## src/design/bpa_pkg.sv

```systemverilog
// ============================================================================
// bpa_pkg
// Shared types, codes and helper functions of the buddy page allocator.
// ============================================================================
package bpa_pkg;

    localparam int ORDER_W = 4;
    localparam int SUM_W   = 20;

    localparam logic [1:0] NODE_ALLOC = 2'd0;
    localparam logic [1:0] NODE_FREE  = 2'd1;
    localparam logic [1:0] NODE_SPLIT = 2'd2;

    localparam logic [1:0] STS_DONE       = 2'd0;
    localparam logic [1:0] STS_ALLOC_FAIL = 2'd1;
    localparam logic [1:0] STS_FREE_REJ   = 2'd2;

    localparam logic FUNC_ALLOC = 1'b0;
    localparam logic FUNC_FREE  = 1'b1;

    typedef enum logic [3:0] {
        S_IDLE,
        S_CLEAR,
        S_DECODE,
        S_SEEK_RD,
        S_SEEK_EV,
        S_SPLIT_L,
        S_SPLIT_R,
        S_BACK,
        S_MARK,
        S_CLIMB_RD,
        S_CLIMB_EV,
        S_CNT_START,
        S_COUNT,
        S_COUNT_END,
        S_DONE
    } t_state;

    typedef struct packed {
        logic               func;
        logic [16:0]        request_pages;
        logic [15:0]        page_offset;
    } t_req;

    typedef struct packed {
        logic               set_up;
        logic [ORDER_W-1:0] order;
        logic [15:0]        region_pages;
    } t_cfg;

    typedef struct packed {
        logic [1:0]  status;
        logic [14:0] base_page;
        logic [15:0] avail_pages;
    } t_result;

    function automatic logic [ORDER_W-1:0] floor_log2(input logic [15:0] v);
        logic [ORDER_W-1:0] r;
        r = '0;
        for (int i = 1; i < 16; i++) begin
            if (v[i]) begin
                r = ORDER_W'(i);
            end
        end
        return r;
    endfunction

    function automatic logic [4:0] ceil_log2(input logic [16:0] n);
        logic [16:0] m;
        logic [4:0]  r;
        m = n - 17'd1;
        r = '0;
        for (int i = 0; i < 17; i++) begin
            if (m[i]) begin
                r = 5'(i + 1);
            end
        end
        if (n <= 17'd1) begin
            r = '0;
        end
        return r;
    endfunction

endpackage

```

## src/design/bpa_engine.sv

```systemverilog
// ============================================================================
// bpa_engine
// Sequencer: tree search, subtree sweeps, ancestor updates and free scan.
// ============================================================================
module bpa_engine #(
    parameter int NODE_W = 16
) (
    input  logic                 i_clk,
    input  logic                 i_rst_n,
    input  bpa_pkg::t_cfg        i_cfg,
    input  logic                 i_cfg_wr,
    input  logic                 i_req_valid,
    output logic                 o_req_ready,
    input  bpa_pkg::t_req        i_req,
    output logic                 o_done,
    output bpa_pkg::t_result     o_result,
    input  logic                 i_rsp_free,
    output logic                 o_we,
    output logic [NODE_W-1:0]    o_waddr,
    output logic [1:0]           o_wdata,
    output logic [NODE_W-1:0]    o_raddr_a,
    output logic [NODE_W-1:0]    o_raddr_b,
    input  logic [1:0]           i_rdata_a,
    input  logic [1:0]           i_rdata_b
);

    localparam int OW = bpa_pkg::ORDER_W;
    localparam int SW = bpa_pkg::SUM_W;

    bpa_pkg::t_state r_state, n_state;

    logic              r_func,     n_func;
    logic [4:0]        r_k,        n_k;
    logic              r_nzero,    n_nzero;
    logic [15:0]       r_off,      n_off;
    logic [NODE_W-1:0] r_idx,      n_idx;
    logic [OW-1:0]     r_depth,    n_depth;
    logic [OW-1:0]     r_target,   n_target;
    logic [1:0]        r_status,   n_status;
    logic [14:0]       r_start,    n_start;
    logic [NODE_W-1:0] r_sw_base,  n_sw_base;
    logic [NODE_W-1:0] r_sw_pos,   n_sw_pos;
    logic [NODE_W-1:0] r_sw_last,  n_sw_last;
    logic [OW-1:0]     r_sw_depth, n_sw_depth;
    logic [1:0]        r_sw_val,   n_sw_val;
    logic [NODE_W-1:0] r_ci,       n_ci;
    logic [OW-1:0]     r_ci_depth, n_ci_depth;
    logic              r_cv,       n_cv;
    logic [OW-1:0]     r_cdep;
    logic [SW-1:0]     r_sum;
    logic              sum_clr;

    logic [NODE_W-1:0] tree_last;
    logic              sw_level_end;
    logic              sw_end;
    logic              k_ok;
    logic              alloc_ok;
    logic              free_ok;
    logic [OW-1:0]     lvl;
    logic [NODE_W-1:0] free_idx;
    logic [NODE_W-1:0] lvl_off;
    logic [31:0]       start_wide;
    logic [NODE_W-1:0] idx_dn;
    logic [NODE_W-1:0] idx_up;
    logic              cnt_hit;

    assign tree_last    = NODE_W'((32'd2 << i_cfg.order) - 32'd1);
    assign sw_level_end = (r_sw_pos == r_sw_last);
    assign sw_end       = sw_level_end && (r_sw_depth == i_cfg.order);
    assign k_ok         = (r_k <= {1'b0, i_cfg.order});
    assign lvl          = i_cfg.order - r_k[OW-1:0];
    assign alloc_ok     = i_cfg.set_up && r_nzero && k_ok;
    assign free_ok      = alloc_ok && (r_off < i_cfg.region_pages)
                          && ((r_off & ~(16'hFFFF << r_k)) == 16'd0)
                          && ({1'b0, r_off} < (17'd1 << i_cfg.order));
    assign free_idx     = NODE_W'((32'd1 << lvl) + (32'(r_off) >> r_k));
    assign lvl_off      = r_idx ^ (NODE_W'(1) << r_target);
    assign start_wide   = 32'(lvl_off) << r_k;
    assign idx_dn       = {r_idx[NODE_W-2:0], 1'b0};
    assign idx_up       = {1'b0, r_idx[NODE_W-1:1]};
    assign cnt_hit      = (i_rdata_a == bpa_pkg::NODE_FREE)
                          && ((r_cdep == '0) || (i_rdata_b != bpa_pkg::NODE_FREE));

    // next state and datapath
    always_comb begin
        n_state    = r_state;
        n_func     = r_func;
        n_k        = r_k;
        n_nzero    = r_nzero;
        n_off      = r_off;
        n_idx      = r_idx;
        n_depth    = r_depth;
        n_target   = r_target;
        n_status   = r_status;
        n_start    = r_start;
        n_sw_base  = r_sw_base;
        n_sw_pos   = r_sw_pos;
        n_sw_last  = r_sw_last;
        n_sw_depth = r_sw_depth;
        n_sw_val   = r_sw_val;
        n_ci       = r_ci;
        n_ci_depth = r_ci_depth;
        n_cv       = 1'b0;
        sum_clr    = 1'b0;

        case (r_state)
            bpa_pkg::S_IDLE: begin
                if (i_req_valid) begin
                    n_func  = i_req.func;
                    n_k     = bpa_pkg::ceil_log2(i_req.request_pages);
                    n_nzero = (i_req.request_pages != 17'd0);
                    n_off   = i_req.page_offset;
                    n_start = '0;
                    n_state = bpa_pkg::S_DECODE;
                end
            end
            bpa_pkg::S_CLEAR, bpa_pkg::S_MARK: begin
                if (!i_cfg.set_up || sw_end) begin
                    n_state = (r_state == bpa_pkg::S_CLEAR) ? bpa_pkg::S_IDLE
                                                            : bpa_pkg::S_CLIMB_RD;
                end else if (sw_level_end) begin
                    n_sw_base  = {r_sw_base[NODE_W-2:0], 1'b0};
                    n_sw_last  = {r_sw_last[NODE_W-2:0], 1'b1};
                    n_sw_pos   = '0;
                    n_sw_depth = r_sw_depth + OW'(1);
                end else begin
                    n_sw_pos = r_sw_pos + NODE_W'(1);
                end
            end
            bpa_pkg::S_DECODE: begin
                if (r_func == bpa_pkg::FUNC_ALLOC) begin
                    if (alloc_ok) begin
                        n_target = lvl;
                        n_idx    = NODE_W'(1);
                        n_depth  = '0;
                        n_state  = bpa_pkg::S_SEEK_RD;
                    end else begin
                        n_status = bpa_pkg::STS_ALLOC_FAIL;
                        n_state  = bpa_pkg::S_CNT_START;
                    end
                end else begin
                    if (free_ok) begin
                        n_status   = bpa_pkg::STS_DONE;
                        n_idx      = free_idx;
                        n_depth    = lvl;
                        n_sw_base  = free_idx;
                        n_sw_pos   = '0;
                        n_sw_last  = '0;
                        n_sw_depth = lvl;
                        n_sw_val   = bpa_pkg::NODE_FREE;
                        n_state    = bpa_pkg::S_MARK;
                    end else begin
                        n_status = bpa_pkg::STS_FREE_REJ;
                        n_state  = bpa_pkg::S_CNT_START;
                    end
                end
            end
            bpa_pkg::S_SEEK_RD: begin
                n_state = bpa_pkg::S_SEEK_EV;
            end
            bpa_pkg::S_SEEK_EV: begin
                if (i_rdata_a == bpa_pkg::NODE_ALLOC) begin
                    n_state = bpa_pkg::S_BACK;
                end else if (r_depth == r_target) begin
                    if (i_rdata_a == bpa_pkg::NODE_FREE) begin
                        n_status   = bpa_pkg::STS_DONE;
                        n_start    = start_wide[14:0];
                        n_sw_base  = r_idx;
                        n_sw_pos   = '0;
                        n_sw_last  = '0;
                        n_sw_depth = r_depth;
                        n_sw_val   = bpa_pkg::NODE_ALLOC;
                        n_state    = bpa_pkg::S_MARK;
                    end else begin
                        n_state = bpa_pkg::S_BACK;
                    end
                end else if (i_rdata_a == bpa_pkg::NODE_FREE) begin
                    n_state = bpa_pkg::S_SPLIT_L;
                end else begin
                    n_idx   = idx_dn;
                    n_depth = r_depth + OW'(1);
                    n_state = bpa_pkg::S_SEEK_RD;
                end
            end
            bpa_pkg::S_SPLIT_L: begin
                n_state = bpa_pkg::S_SPLIT_R;
            end
            bpa_pkg::S_SPLIT_R: begin
                n_idx   = idx_dn;
                n_depth = r_depth + OW'(1);
                n_state = bpa_pkg::S_SEEK_RD;
            end
            bpa_pkg::S_BACK: begin
                if (r_idx == NODE_W'(1)) begin
                    n_status = bpa_pkg::STS_ALLOC_FAIL;
                    n_state  = bpa_pkg::S_CNT_START;
                end else if (r_idx[0]) begin
                    n_idx   = idx_up;
                    n_depth = r_depth - OW'(1);
                end else begin
                    n_idx   = r_idx | NODE_W'(1);
                    n_state = bpa_pkg::S_SEEK_RD;
                end
            end
            bpa_pkg::S_CLIMB_RD: begin
                n_state = (r_idx == NODE_W'(1)) ? bpa_pkg::S_CNT_START
                                                : bpa_pkg::S_CLIMB_EV;
            end
            bpa_pkg::S_CLIMB_EV: begin
                n_idx   = idx_up;
                n_depth = r_depth - OW'(1);
                n_state = bpa_pkg::S_CLIMB_RD;
                if (r_func == bpa_pkg::FUNC_FREE && i_rdata_a == bpa_pkg::NODE_FREE
                    && i_rdata_b == bpa_pkg::NODE_FREE) begin
                    n_sw_base  = idx_up;
                    n_sw_pos   = '0;
                    n_sw_last  = '0;
                    n_sw_depth = r_depth - OW'(1);
                    n_sw_val   = bpa_pkg::NODE_FREE;
                    n_state    = bpa_pkg::S_MARK;
                end
            end
            bpa_pkg::S_CNT_START: begin
                sum_clr    = 1'b1;
                n_ci       = NODE_W'(1);
                n_ci_depth = '0;
                n_state    = i_cfg.set_up ? bpa_pkg::S_COUNT : bpa_pkg::S_DONE;
            end
            bpa_pkg::S_COUNT: begin
                n_cv = 1'b1;
                n_ci = r_ci + NODE_W'(1);
                if ((r_ci & (r_ci + NODE_W'(1))) == '0) begin
                    n_ci_depth = r_ci_depth + OW'(1);
                end
                if (r_ci == tree_last) begin
                    n_state = bpa_pkg::S_COUNT_END;
                end
            end
            bpa_pkg::S_COUNT_END: begin
                n_state = bpa_pkg::S_DONE;
            end
            bpa_pkg::S_DONE: begin
                if (i_rsp_free) begin
                    n_state = bpa_pkg::S_IDLE;
                end
            end
            default: begin
                n_state = bpa_pkg::S_IDLE;
            end
        endcase

        if (i_cfg_wr) begin
            n_state    = bpa_pkg::S_CLEAR;
            n_sw_base  = NODE_W'(1);
            n_sw_pos   = '0;
            n_sw_last  = '0;
            n_sw_depth = '0;
            n_sw_val   = bpa_pkg::NODE_FREE;
        end
    end

    // memory and handshake outputs
    always_comb begin
        o_we        = 1'b0;
        o_waddr     = r_sw_base + r_sw_pos;
        o_wdata     = r_sw_val;
        o_raddr_a   = r_idx;
        o_raddr_b   = r_idx;
        o_req_ready = 1'b0;
        o_done      = 1'b0;

        case (r_state)
            bpa_pkg::S_IDLE: begin
                o_req_ready = 1'b1;
            end
            bpa_pkg::S_CLEAR, bpa_pkg::S_MARK: begin
                o_we = i_cfg.set_up;
            end
            bpa_pkg::S_SEEK_EV: begin
                o_waddr = r_idx;
                o_wdata = bpa_pkg::NODE_SPLIT;
                o_we    = (r_depth != r_target) && (i_rdata_a == bpa_pkg::NODE_FREE);
            end
            bpa_pkg::S_SPLIT_L: begin
                o_we    = 1'b1;
                o_waddr = idx_dn;
                o_wdata = bpa_pkg::NODE_FREE;
            end
            bpa_pkg::S_SPLIT_R: begin
                o_we    = 1'b1;
                o_waddr = idx_dn | NODE_W'(1);
                o_wdata = bpa_pkg::NODE_FREE;
            end
            bpa_pkg::S_CLIMB_RD: begin
                o_raddr_a = {r_idx[NODE_W-1:1], 1'b0};
                o_raddr_b = {r_idx[NODE_W-1:1], 1'b1};
            end
            bpa_pkg::S_CLIMB_EV: begin
                o_waddr = idx_up;
                if (r_func == bpa_pkg::FUNC_ALLOC) begin
                    o_we    = 1'b1;
                    o_wdata = (i_rdata_a == bpa_pkg::NODE_ALLOC
                               && i_rdata_b == bpa_pkg::NODE_ALLOC)
                              ? bpa_pkg::NODE_ALLOC : bpa_pkg::NODE_SPLIT;
                end else if (!(i_rdata_a == bpa_pkg::NODE_FREE
                               && i_rdata_b == bpa_pkg::NODE_FREE)) begin
                    o_we    = 1'b1;
                    o_wdata = bpa_pkg::NODE_SPLIT;
                end
            end
            bpa_pkg::S_COUNT: begin
                o_raddr_a = r_ci;
                o_raddr_b = {1'b0, r_ci[NODE_W-1:1]};
            end
            bpa_pkg::S_DONE: begin
                o_done = 1'b1;
            end
            default: begin
                o_we = 1'b0;
            end
        endcase
    end

    always_ff @(posedge i_clk) begin
        if (!i_rst_n) begin
            r_state <= bpa_pkg::S_IDLE;
            r_cv    <= 1'b0;
        end else begin
            r_state <= n_state;
            r_cv    <= n_cv;
        end
    end

    always_ff @(posedge i_clk) begin
        r_func     <= n_func;
        r_k        <= n_k;
        r_nzero    <= n_nzero;
        r_off      <= n_off;
        r_idx      <= n_idx;
        r_depth    <= n_depth;
        r_target   <= n_target;
        r_status   <= n_status;
        r_start    <= n_start;
        r_sw_base  <= n_sw_base;
        r_sw_pos   <= n_sw_pos;
        r_sw_last  <= n_sw_last;
        r_sw_depth <= n_sw_depth;
        r_sw_val   <= n_sw_val;
        r_ci       <= n_ci;
        r_ci_depth <= n_ci_depth;
        r_cdep     <= r_ci_depth;
        if (sum_clr) begin
            r_sum <= '0;
        end else if (r_cv && cnt_hit) begin
            r_sum <= r_sum + SW'(32'd1 << (i_cfg.order - r_cdep));
        end
    end

    assign o_result.status      = r_status;
    assign o_result.base_page   = r_start;
    assign o_result.avail_pages = r_sum[15:0];

endmodule

```

## config.mk

```make
export PLATFORM = sky130hd
export DESIGN_NAME = bpa_engine
export DESIGN_NICKNAME = d
export VERILOG_FILES = /design/src/design/bpa_pkg.sv /design/src/design/bpa_engine.sv
export SDC_FILE = /design/constraint.sdc
export NUM_CORES = 1
export LEC_CHECK = 0
export ABC_CLOCK_PERIOD_IN_PS = 10600
export BUFFER_PORTS_ARGS = -buffer_cell sky130_fd_sc_hd__buf_4
export CORE_MARGIN = 4
export CORE_UTILIZATION = 40
export CTS_CLUSTER_DIAMETER = 60
export CTS_CLUSTER_SIZE = 25
export DETAILED_ROUTE_END_ITERATION = 7
export PLACE_DENSITY_LB_ADDON = 0.05
export SLEW_MARGIN = 20
export SYNTH_ARGS = -nofsm -noshare
export SYNTH_HDL_FRONTEND = slang
export SYNTH_SLANG_ARGS = --single-unit
```

## constraint.sdc

```tcl
create_clock -name i_clk -period 10.6 [get_ports i_clk]
set_input_delay 3.18 -clock i_clk [delete_from_list [all_inputs] [get_ports i_clk]]
set_output_delay 3.18 -clock i_clk [all_outputs]
set_load 0.02 [all_outputs]
```

* After elaboration in Yosys (flattened, before gate mapping)
Cells that the tools add are included.
Storage, ports and cells: output and inout port bits 86, flip-flop bits (word level) 167, bits of input ports 64, logic and storage cells 265
Cells by class: $lt $le $gt $ge 4, reduce and logical (&&, ||, !) cells 45, bitwise logic cells 6, $add $sub $neg 13, shift-type cells 8, eq/ne operators 50, muxes and demuxes 116
Operator list (count):
- 16-bit two-way mux | 25
- 16-bit case mux with 4 select lines | 4
- 4-bit two-way mux | 28
- 16-bit case mux with 2 select lines | 3
- 5-bit two-way mux | 16
- 16-bit case mux with 5 select lines | 1
- 15-bit two-way mux | 4
- 4-bit case mux with 14 select lines | 1
- 2-bit inequality test, second input constant | 18
- 16-bit by 1-bit adder with 16-bit output, second input constant | 2
- 16-bit adder | 2
- 16-bit bitwise AND | 2
- 16-bit equality test | 2
- 16-bit logical NOT | 2
- 1-bit by 4-bit << shifter with 16-bit output, first input constant | 2
- 2-bit two-way mux | 15
- 15-bit case mux with 2 select lines | 1
- 4-bit equality test, second input constant | 7
- 3-bit inequality test, second input constant | 8
- 20-bit adder | 1
- 4-bit case mux with 5 select lines | 1
- 1-bit by 4-bit << shifter with 20-bit output, first input constant | 1
- 2-bit case mux with 3 select lines | 3
- 17-bit by 1-bit less-or-equal comparator with 1-bit output, second input constant | 1
- other kinds (49) | 92

* Depth between registers and ports, before layout
word-level depth 18, mapped depth 22, gate-level depth less buffers 20

* Least setup slack after synthesis
No wires, ideal clock.
kind in2reg, start in i_cfg[16] (netlist name), end reg r_idx[14], data pin, required time 10338 ps, cell stages on the path 20, setup time 262 ps, arrival time 7202 ps, path buffers 3, slack 3136 ps, cell sequence clkbuf_1 buf_1 inv_1 ha_1 inv_1 fa_1 buf_1 nand2b_1 nor2_1 ha_1 fa_1 a211oi_1 nor2_1 nor4_1 o31ai_1 o41ai_1 o211ai_1 xor2_1 a222oi_1 inv_1
Between the ends: longest elaborated chain between the ends 6
Ends and longest elaborated chain:
- start, declared | line bpa_engine.sv:10 | input bpa_pkg::t_cfg i_cfg,
- 4-bit subtractor | line bpa_engine.sv:71 | assign lvl = i_cfg.order - r_k[OW-1:0];
- net lvl[1] | line bpa_engine.sv:59 | logic [OW-1:0] lvl;
- 1-bit by 4-bit << shifter with 16-bit output | line bpa_engine.sv:76 | assign free_idx = NODE_W'((32'd1 << lvl) + (32'(r_off) >> r_k));
- 16-bit adder | line bpa_engine.sv:76
- 16-bit two-way mux | line bpa_engine.sv:142 | if (free_ok) begin
- 16-bit two-way mux | line bpa_engine.sv:131 | if (r_func == bpa_pkg::FUNC_ALLOC) begin
- 16-bit case mux with 5 select lines | line bpa_engine.sv:106 | case (r_state)
- net n_idx[14] | line bpa_engine.sv:36 | logic [NODE_W-1:0] r_idx, n_idx;
- end signal, assigned | line bpa_engine.sv:339 | r_idx <= n_idx;
- end, declared | line bpa_engine.sv:36
The timed path passes the listed nets, and every way through them passes these cells. The select of a mux whose other input is x is not followed. A chain may end at the register's enable or synchronous reset.

* Final worst setup path
start in i_rdata_a[1], end out o_we
Between the ends: longest elaborated chain between the ends 5, elaborated cells on any way between the ends 6, classes of those cells 1 x eq/ne; 3 x mux; 2 x reduce/logical
Ends and longest elaborated chain:
- start, declared | line bpa_engine.sv:23 | input logic [1:0] i_rdata_a,
- 2-bit by 1-bit equality test with 1-bit output (*) | line bpa_engine.sv:282, bpa_engine.sv:305
- 1-bit logical AND | line bpa_engine.sv:306 | && i_rdata_b == bpa_pkg::NODE_FREE)) begin
- 1-bit two-way mux | line bpa_engine.sv:305 | end else if (!(i_rdata_a == bpa_pkg::NODE_FREE
- 1-bit two-way mux | line bpa_engine.sv:300 | if (r_func == bpa_pkg::FUNC_ALLOC) begin
- 1-bit case mux with 4 select lines (*) | line bpa_engine.sv:272 | case (r_state)
- end, declared | line bpa_engine.sv:18 | output logic o_we,
Every way passes the cells marked *; elsewhere a longest branch is shown, timed or not.

==> run_results.csv <==
group,metric,value,unit
sta,worstMarginPinSlew,1.01,ns
floorplanning,die-area,38300,um^2
sta,final.min_clock_period,7.73,ns
place,portBuffers,149,
critical_path,startpoint_type,"input port",
global_route,grt_pass1_vias,13153,
global_route,grt_overflow,0,
detailed_routing,drc,0,
power,leakage,6.52,nW
synthesis,synth_warnings,0,
floorplanning,core,34600,um^2
place,pre_cts_ws,2.85,ns
detailed_routing,drt_iter0_drc,1121,
floorplanning,fp.dieH,196,um
sta,drv_slew,0,
sta,fin_tns_setup,0,ns
synthesis,avgSynthCellArea,7.80,um^2
clock_network,cts_buffer_depth,2,
power,total_power,1.98,mW
clock_network,post_cts.repair.setup_buffers,0,
power,p_per_area,123,nW/um^2
layout,nFillCells,3495,
layout,syn_to_final_growth,14.2,%
floorplanning,std_cell_rows,68,
sta,final_hold_viol_count,0,
clock_network,cts_sinks,162,
flow_run,maxCapViolCount,0,
synthesis,yosysSeqAreaShare,29.0,%
floorplanning,fp.dieW,196,um
clock_network,path_clk_slew,0.07,ns
clock_network,cts_root_buf,"clkbuf_16",
synthesis,synth_top_cell_by_area,"edfxtp_1",
synthesis,netlist_area,14100,um^2
critical_path,worst-path-max-fanout,8,
global_route,grtUsageTotal,23.8,%
clock_network,cts_tree,"yes",
sta,whs,0.396,ns
synthesis,synth-edff-count,84,
synthesis,ys_types,78,
place,place.gp.congestion,0.912,
sta,rsz0062_at_grt,"false",
clock_network,htree_levels,4,
detailed_routing,num_vias,13887,
worst_hold_path,min_path_type,"reg -> reg",
detailed_routing,viasPerCell,5.91,
detailed_routing,antenna_left,0,
critical_path,required,7.42,ns
status,status,"finished clean",
sta,setup_viol,0,
layout,post-route-cell-area,16100,um^2
layout,n_antenna_cell,0,
detailed_routing,wl,47.1,mm
layout,drive_gt1_share,12.0,%
layout,nets,2063,
sta,skew,0.0109,ns
synthesis,synth-seq-cells,162,
synthesis,yosys.area.top_type_share,17.9,%
floorplanning,ioPinCount,150,
floorplanning,initial_utilization,40.7,%
power,peakVddDrop,0.121,mV
detailed_routing,drt_first_pass_iters,6,
global_route,antenna_found_initial,1,
place,place_area,15500,um^2
clock_network,insertion_delay,0.45,ns
sta,timing.final.crit_share,72.9,%
global_route,grt_first_pass_wirelength,73.5,mm
clock_network,postCtsHoldBufs,0,
sta,max-slew-margin-rel,32.6,%
detailed_routing,routedWlPerCell,20.1,um
clock_network,cts_resized,0,
synthesis,synth_area_leaders,"edfxtp_1, dfxtp_1, ha_1",
critical_path,critPathArrivalTime,4.55,ns
synthesis,ys.flop_type,"edfxtp_1",
sta,fin_ws,2.87,ns
synthesis,async_reset_ff_share,0,%
synthesis,syn_nets,1987,
synthesis,syn_inst,1806,
global_route,grt_max_degree,40,
sta,fmax,0.129,GHz
critical_path,crit_path_end_kind,"output pin",
place,dp_hpwl,35.8,mm
critical_path,crit_type,"in -> out",
clock_network,cts-buffers-inserted,17,
==> cells in the mapped netlist (all sizes together) (23+ instances only) <==
cell type / n
a211oi: 34
a21oi: 113
clkbuf: 85
dfxtp: 78
edfxtp: 84
ha: 112
inv: 83
mux2i: 37
nand2: 233
nand3: 70
nor2: 218
nor3: 74
nor4: 23
o21ai: 93
xnor2: 60
xor2: 47
==> layout by cell type, fill, tap and decap left out, types with 9 or more instances in the layout <==
cell,instances
o211ai_1,21
ha_1,112
a21o_1,17
nand2_1,233
xor2_1,47
dfxtp_1,78
nor2_1,216
a222oi_1,11
nand4_1,17
o22ai_1,11
nor3_1,72
and2_1,10
nor2b_1,19
nand3_1,70
o31ai_1,11
o21a_1,11
or3_1,11
a22oi_1,20
edfxtp_1,84
nor4_1,22
clkbuf_16,17
a211oi_1,34
inv_1,82
mux2i_1,37
a21oi_1,112
buf_4,164
a31oi_1,15
nand2b_1,21
a311oi_1,9
and3_1,15
a22o_1,11
o21ai_0,93
xnor2_1,60
==> routing by layer <==
| layer | routed length (um) | vias to the layer above | global-route usage (%) | part of all wire [%] |
|---|---|---|---|---|
| met5 | 13 | - | 0 | 0.028 |
| met4 | 882 | 2 | 6.13 | 1.9 |
| met3 | 3020 | 50 | 4.19 | 6.4 |
| met2 | 21800 | 422 | 38.5 | 46 |
| met1 | 21400 | 6696 | 33.2 | 45 |
| li1 | - | 6717 | - | - |
==> worst max-delay path: stages <==
cell,delay (ns)
buf_4,0.13
nor2b_1,0.42
nand4b_1,0.27
a221oi_1,0.30
nand2_1,0.09
buf_4,0.16
==> power breakdown <==
part           total [mW]  internal (mW)  switching (mW)
clock               0.652          0.354           0.298
combinational       0.562          0.215           0.347
sequential          0.762          0.701          0.0602
total                1.98           1.27           0.705
==> path summary, 6_finish.rpt <==
path	end	start	slack (ns)	cells past startpoint
setup reg to reg	r_idx[14]$_DFFE_PP_	r_k[1]$_SDFFCE_PP0P_	5.39	16
setup / recovery	o_we	i_rdata_a[1]	2.87	6
hold reg to reg	r_cdep[3]$_DFF_P_	r_ci_depth[3]$_SDFFCE_PN0P_	0.40	0
hold / removal	r_cdep[3]$_DFF_P_	r_ci_depth[3]$_SDFFCE_PN0P_	0.40	0
==> metrics by stage <==
| step | utilization (%) | cells |
|---|---|---|
| after floorplan | - | 1806 |
| after global placement | 44.7 | 2318 |
| after detailed placement | 44.7 | 2318 |
| after CTS | 46.5 | 2350 |
| after global routing | 46.5 | 2350 |
| final | 46.5 | 2350 |
==> area by class of cell <==
type | instances | area (um^2) | share of cell area [%]
Tap cell | 455 | 569 | 3.54
Clock inverter | 15 | 176 | 1.10
Clock buffer | 17 | 425 | 2.64
Timing Repair Buffer | 164 | 1230 | 7.65
Inverter | 84 | 315 | 1.96
Multi-Input combinational cell | 1453 | 9290 | 57.7
Sequential cell | 162 | 4080 | 25.4
==> sequential cells by signal (all words and copies together), names as in the netlist <==
register	cells
r_idx	16
r_sw_depth	4
r_off	16
r_sw_val	1
r_sw_last	16
r_status	2
r_nzero	1
r_sum	16
r_ci_depth	4
r_ci	16
r_sw_base	16
r_depth	4
r_cdep	4
r_target	4
r_func	1
r_k	5
r_start	15
r_sw_pos	16
r_state	4
r_cv	1
==> cell families after synthesis <==
family,share of synthesized area (%)
AOI/OAI and AO/OA,21.5
muxes,3.27
adders and majority gates,10.7
DFF,29.0
buffers and inverters,5.27
xor gates and xnor gates,6.65
and+or+nand+nor,23.7
(Power assumes the default switching activity.)
